### src/hw/rtl/dhlt_pkg.sv
package dhlt_pkg;

	// Width of the CORDIC datapath: Q2.30 values with two bits of headroom.
	localparam int CW = 34;

	// Number of entries in the arctangent table.
	localparam int ATAN_LEN = 24;

	// Starting x value, the inverse CORDIC gain in Q2.30.
	localparam logic signed [CW-1:0] CORDIC_X0 = 34'sd652032874;

	// Arctangent of 2^-i in units of 2^-32 turn.
	localparam logic signed [31:0] ATAN_TURNS [ATAN_LEN] = '{
		32'sd536870912, 32'sd316933406, 32'sd167458907, 32'sd85004756,
		32'sd42667331, 32'sd21354465, 32'sd10679838, 32'sd5340245,
		32'sd2670163, 32'sd1335087, 32'sd667544, 32'sd333772,
		32'sd166886, 32'sd83443, 32'sd41722, 32'sd20861,
		32'sd10430, 32'sd5215, 32'sd2608, 32'sd1304,
		32'sd652, 32'sd326, 32'sd163, 32'sd81
	};

	// Configuration register indices.
	typedef enum logic [2:0] {
		REG_ANGLE_OFFSET = 3'd0,
		REG_COS_TWIST    = 3'd1,
		REG_SIN_TWIST    = 3'd2,
		REG_COS_TILT     = 3'd3,
		REG_SIN_TILT     = 3'd4,
		REG_LINK_LENGTH  = 3'd5,
		REG_LINK_OFFSET  = 3'd6
	} dhlt_reg_t;

	// Configuration register file contents.
	typedef struct packed {
		logic        [15:0] angle_offset;
		logic signed [15:0] cos_twist;
		logic signed [15:0] sin_twist;
		logic signed [15:0] cos_tilt;
		logic signed [15:0] sin_tilt;
		logic signed [31:0] link_length;
		logic signed [31:0] link_offset;
	} dhlt_cfg_t;

	// Saturate a wide signed value to Q1.15.
	function automatic logic signed [15:0] sat16(input logic signed [48:0] v);
		logic signed [15:0] r;
		if (v > 49'sd32767) begin
			r = 16'sh7fff;
		end else if (v < -49'sd32768) begin
			r = 16'sh8000;
		end else begin
			r = v[15:0];
		end
		return r;
	endfunction

	// Saturate a wide signed value to 32 bits.
	function automatic logic signed [31:0] sat32(input logic signed [48:0] v);
		logic signed [31:0] r;
		if (v > 49'sd2147483647) begin
			r = 32'sh7fff_ffff;
		end else if (v < -49'sd2147483648) begin
			r = 32'sh8000_0000;
		end else begin
			r = v[31:0];
		end
		return r;
	endfunction

endpackage

### src/hw/rtl/dhlt_cordic.sv
module dhlt_cordic #(
	parameter int ANGLE_BITS    = 16,
	parameter int CORDIC_STAGES = 16
) (
	input  logic               clk,
	input  logic               arst_n,
	input  logic               up_valid,
	output logic               up_ready,
	input  logic        [15:0] joint_angle,
	input  logic        [15:0] angle_offset,
	output logic               down_valid,
	input  logic               down_ready,
	output logic signed [15:0] cos_out,
	output logic signed [15:0] sin_out
);
	import dhlt_pkg::*;

	localparam int NI    = (CORDIC_STAGES < ATAN_LEN) ? CORDIC_STAGES : ATAN_LEN;
	localparam int SHIFT = 32 - ANGLE_BITS;

	// Stage 0 holds the folded angle; stage i+1 holds the result of iteration i.
	logic                 vld_s [NI+1];
	logic                 neg_s [NI+1];
	logic signed [CW-1:0] x_s   [NI+1];
	logic signed [CW-1:0] y_s   [NI+1];
	logic signed [CW-1:0] z_s   [NI+1];
	logic                 take  [NI+2];

	logic                 vld_sf;
	logic signed [15:0]   cos_sf;
	logic signed [15:0]   sin_sf;

	logic        [16:0]   sum;
	logic        [31:0]   ang;
	logic                 neg;
	logic        [31:0]   zu;
	logic signed [CW-1:0] xf;
	logic signed [CW-1:0] yf;

	// A stage loads when it is empty or its content moves on.
	assign take[NI+1] = !vld_sf || down_ready;
	for (genvar k = 0; k <= NI; k++) begin : g_take
		assign take[k] = !vld_s[k] || take[k+1];
	end
	assign up_ready = take[0];

	// Angle sum wraps modulo one turn; the second and third quadrants are
	// folded by half a turn and the result negated at the end.
	always_comb begin
		sum = {1'b0, joint_angle} + {1'b0, angle_offset};
		ang = {15'd0, sum} << SHIFT;
		neg = ang[31] ^ ang[30];
		zu  = neg ? {~ang[31], ang[30:0]} : ang;
	end

	always_ff @(posedge clk or negedge arst_n) begin
		if (!arst_n) begin
			vld_s[0] <= 1'b0;
		end else if (take[0]) begin
			vld_s[0] <= up_valid;
		end
	end

	always_ff @(posedge clk) begin
		if (take[0]) begin
			neg_s[0] <= neg;
			x_s[0]   <= CORDIC_X0;
			y_s[0]   <= '0;
			z_s[0]   <= CW'($signed(zu));
		end
	end

	// One rotation-mode iteration per stage.
	for (genvar i = 0; i < NI; i++) begin : g_iter
		logic signed [CW-1:0] dx;
		logic signed [CW-1:0] dy;
		logic signed [CW-1:0] at;

		assign dx = y_s[i] >>> i;
		assign dy = x_s[i] >>> i;
		assign at = CW'(ATAN_TURNS[i]);

		always_ff @(posedge clk or negedge arst_n) begin
			if (!arst_n) begin
				vld_s[i+1] <= 1'b0;
			end else if (take[i+1]) begin
				vld_s[i+1] <= vld_s[i];
			end
		end

		always_ff @(posedge clk) begin
			if (take[i+1]) begin
				neg_s[i+1] <= neg_s[i];
				if (!z_s[i][CW-1]) begin
					x_s[i+1] <= x_s[i] - dx;
					y_s[i+1] <= y_s[i] + dy;
					z_s[i+1] <= z_s[i] - at;
				end else begin
					x_s[i+1] <= x_s[i] + dx;
					y_s[i+1] <= y_s[i] - dy;
					z_s[i+1] <= z_s[i] + at;
				end
			end
		end
	end

	// Undo the quadrant fold and round to Q1.15.
	always_comb begin
		xf = (neg_s[NI] ? -x_s[NI] : x_s[NI]) + CW'(1 << 14);
		yf = (neg_s[NI] ? -y_s[NI] : y_s[NI]) + CW'(1 << 14);
	end

	always_ff @(posedge clk or negedge arst_n) begin
		if (!arst_n) begin
			vld_sf <= 1'b0;
		end else if (take[NI+1]) begin
			vld_sf <= vld_s[NI];
		end
	end

	always_ff @(posedge clk) begin
		if (take[NI+1]) begin
			cos_sf <= sat16(49'(xf >>> 15));
			sin_sf <= sat16(49'(yf >>> 15));
		end
	end

	assign down_valid = vld_sf;
	assign cos_out    = cos_sf;
	assign sin_out    = sin_sf;

endmodule

### config.mk
export PLATFORM = sky130hd
export DESIGN_NAME = dhlt_cordic
export DESIGN_NICKNAME = d
export VERILOG_FILES = /design/src/hw/rtl/dhlt_pkg.sv /design/src/hw/rtl/dhlt_cordic.sv
export SDC_FILE = /design/constraint.sdc
export NUM_CORES = 2
export LEC_CHECK = 0
export ABC_AREA = 0
export ABC_CLOCK_PERIOD_IN_PS = 6700
export BUFFER_PORTS_ARGS = -buffer_cell sky130_fd_sc_hd__buf_4
export CORE_MARGIN = 5
export CORE_UTILIZATION = 55
export CTS_BUF_LIST = sky130_fd_sc_hd__clkbuf_2 sky130_fd_sc_hd__clkbuf_4 sky130_fd_sc_hd__clkbuf_8
export DETAILED_ROUTE_END_ITERATION = 6
export GPL_ROUTABILITY_DRIVEN = 0
export PLACE_DENSITY_LB_ADDON = 0.15
export SLEW_MARGIN = 20
export SYNTH_ARGS = -nofsm -noshare
export SYNTH_HDL_FRONTEND = slang
export SYNTH_SLANG_ARGS = --single-unit
### constraint.sdc
create_clock -name clk -period 6.7 [get_ports clk]
set_input_delay 0.67 -clock clk [delete_from_list [all_inputs] [get_ports clk]]
set_output_delay 0.67 -clock clk [all_outputs]
set_load 0.005 [all_outputs]
==> flow_summary.json <==
{
  "avgViaCountPerCell": 6.04,
  "ios": 70,
  "area_delta_synth_final_pct": 8.41,
  "synthFlopType": "edfxtp_1",
  "yosys_warnings": 0,
  "rr_startpoint": "down_valid$_DFFE_PN0P_",
  "fin_util_pct": 60.0,
  "synthDominantCellAreaShare_pct": 35.9,
  "die_y_microns": 486,
  "async_flop_share_pct": 1.19,
  "ys_ff_latch": 1512,
  "pre_cts_slack_ns": -0.118,
  "slew_headroom_pct": 33.1,
  "synth_area_leaders": "edfxtp_1 36%, ha_1 14%, xnor2_1 9.1%",
  "grt_max_degree": 77,
  "cap_violations": 0,
  "netlist_area_sq_um": 125000,
  "synth.largest_area_cell": "edfxtp_1",
  "slew_violations": 0,
  "fillers": 18873,
  "yosys.area_share.simple_pct": 13.0,
  "whs_ns": 0.0932,
  "port-buffer-count": 69,
  "min_from": "angle_offset[6]",
  "fin_worst_skew_ns": 0.0679,
  "drtIter0Drc": 7253,
  "netlist-cell-type-count": 108,
  "fmax_mhz": 162,
  "drive_gt1_share_pct": 6.33,
  "synthTopCellsByCount": "1494 x edfxtp_1, 1394 x ha_1, 1296 x xnor2_1",
  "yosys.area_share.adder_pct": 14.7,
  "crit_chain": "and3b_1 > inv_1 > nor2_4 > inv_1 > nor3_4 > nand2_1 > nand2_2 > buf_4 > nand2_1 > xnor2_1 > ha_1 > or4_1 > o21ai_1 > o21ai_0 > a31oi_1 > nor3_1 > a2111oi_0 > buf_4 > a21oi_1 > o311a_1 > o41ai_1 > xnor2_1",
  "min_period_ns": 6.19,
  "die_w_microns": 486,
  "worstHoldPathType": "in -> reg",
  "num_vias": 98785,
  "cp_data_required_time_ns": 7.44,
  "setup_viol": 0,
  "grtUsageTotal_pct": 25.6,
  "drc_errors": 0,
  "rsz0062_at_grt": "false",
  "status": "complete, no violations",
  "firstDrtPassIters": 7,
  "cp-start-kind": "flip-flop",
  "cts_buffers": 288,
  "fin_nets": 14631,
  "grt_pass1_vias": 96605,
  "crit_family": "compound AO/OA/AOI/OAI gates",
  "slowest_stage": "or4_1",
  "crit_buf_inv": 4,
  "timing_worst_setup_path_type": "reg -> reg",
  "worst_pin_slew_ns": 1.00,
  "row_count": 174,
  "crit_path_end_kind": "flip-flop",
  "clk_latency_ns": 1.05,
  "cts_buffer_depth": 4,
  "crit_path_start": "down_valid$_DFFE_PN0P_",
  "cts-root-buf": "clkbuf_8",
  "die-area_sq_um": 237000,
  "synth_seq_area_share_pct": 36.3,
  "cts.sinks": 1512,
  "worst_slack_ns": 0.515,
  "antenna_left": 0,
  "synth_mux_area_share_pct": 0.717,
  "fin_crit_sh_pct": 92.3,
  "synth_compound_area_share_pct": 19.6,
  "post-dp-hpwl_mm": 248,
  "wl_mm": 311,
  "core_sq_um": 225000,
  "cts_tree": "done",
  "grt_pass1_wl_mm": 501,
  "grt-ovfl-total": 0,
  "tns_ns": 0,
  "final_hold_viol_count": 0,
  "synth_top_family_by_area": "compound AO/OA/AOI/OAI gates",
  "cp_max_fo": 33,
  "synth-xor-area-share_pct": 13.5,
  "synth_edf_count": 1494,
  "slowest_delay_ns": 0.55,
  "clk_pin_slew_ns": 0.07,
  "postSynthAreaPerCell_sq_um": 9.72,
  "initial_utilization_pct": 55.4,
  "syn-num-nets": 14311,
  "antenna_found_initial": 7,
  "synth_cells": 12835,
  "wl_per_cell_microns": 19.0,
  "htreeDepth": 5,
  "critical_path_arrival_ns": 6.92,
  "yosysMostFrequentCell": "edfxtp_1"
}
[cell type report]
cell class                      instances  area [sq um]  area share, %
Timing Repair Buffer                  217          1700           1.26
Antenna cell                            7          17.5         0.0129
Sequential cell                      1512         45300           33.5
Clock buffer                          363          4560           3.37
Clock inverter                        116          1110          0.818
Tap cell                             2992          3740           2.77
Multi-Input combinational cell      10610         76900           56.8
Inverter                              526          1990           1.47
[cells by family after synthesis]
| group | after synthesis |
|---|---|
| fa+ha+maj | 1442 |
| xor+xnor | 1917 |
| simple gates | 3319 |
| buf+inv | 713 |
| mux | 86 |
| compound gates | 3846 |
| flops | 1512 |
[state kept, by name, indices dropped and copies added (netlist names)]
name        flops
cos_out        16
down_valid      1
neg_s          17
sin_out        16
vld_s          17
x_s           484
y_s           511
z_s           450
[path summary, 6_finish.rpt]
path                                    endpoint  slack, ns  depth (start not counted)
min in group asynchronous  vld_s[16]$_DFFE_PN0P_       0.14                          2
max                         x_s[6][32]$_DFFE_PP_       0.51                         22
min reg2reg                 z_s[1][20]$_DFFE_PP_       0.42                          0
max reg2reg                 x_s[6][32]$_DFFE_PP_       0.51                         22
min                         z_s[0][22]$_DFFE_PP_       0.09                          3
max in group asynchronous   vld_s[6]$_DFFE_PN0P_       6.12                          2
[metrics by stage]
stage | cell area [sq um] | instances
detailed placement | 130000 | 15853
floorplan | 125000 | 12835
global placement | 130000 | 15853
finish | 135000 | 16343
global route | 135000 | 16343
CTS | 135000 | 16336
[cells in the final DEF, fill, tap and decap left out, types with 69 or more instances in the layout]
| master | instances |
|---|---|
| inv_1 | 510 |
| clkbuf_8 | 294 |
| a21o_1 | 582 |
| or3_1 | 120 |
| ha_1 | 1394 |
| nand2_1 | 729 |
| nor2_1 | 954 |
| nor3_1 | 282 |
| nor4_1 | 71 |
| o31ai_1 | 160 |
| and3_1 | 106 |
| o21bai_1 | 158 |
| o21a_1 | 227 |
| xnor2_1 | 1296 |
| nand3_1 | 209 |
| xor2_1 | 619 |
| nand2b_1 | 250 |
| o21ai_0 | 742 |
| nor2b_1 | 208 |
| a31oi_1 | 95 |
| clkbuf_4 | 69 |
| nand4_1 | 86 |
| a211oi_1 | 99 |
| a21oi_1 | 1240 |
| edfxtp_1 | 1494 |
| buf_4 | 208 |
[layer usage]
layer,global-route usage [%],wire [microns],up-vias,share of wire [%]
met5,0,13,-,0.0042
met4,11.1,14200,2,4.6
met3,3.22,16700,793,5.4
met2,44.7,150000,2970,48
met1,32.0,130000,46712,42
li1,-,-,48308,-
[worst min-delay path: stages]
cell and delay [ns]:
buf_4 0.08, ha_1 0.16, xnor2_1 0.12
[what timing repair did]
action,4_1_cts,5_1_grt
buffers inserted,0,0
endpoints found under the hold margin,20,0
endpoints found under the setup margin,0,7
hold buffers,4,0
gates resized for setup,0,4
Power is not shown: default switching activity piles up to over one toggle a cycle in this logic, so the estimate is an artifact.
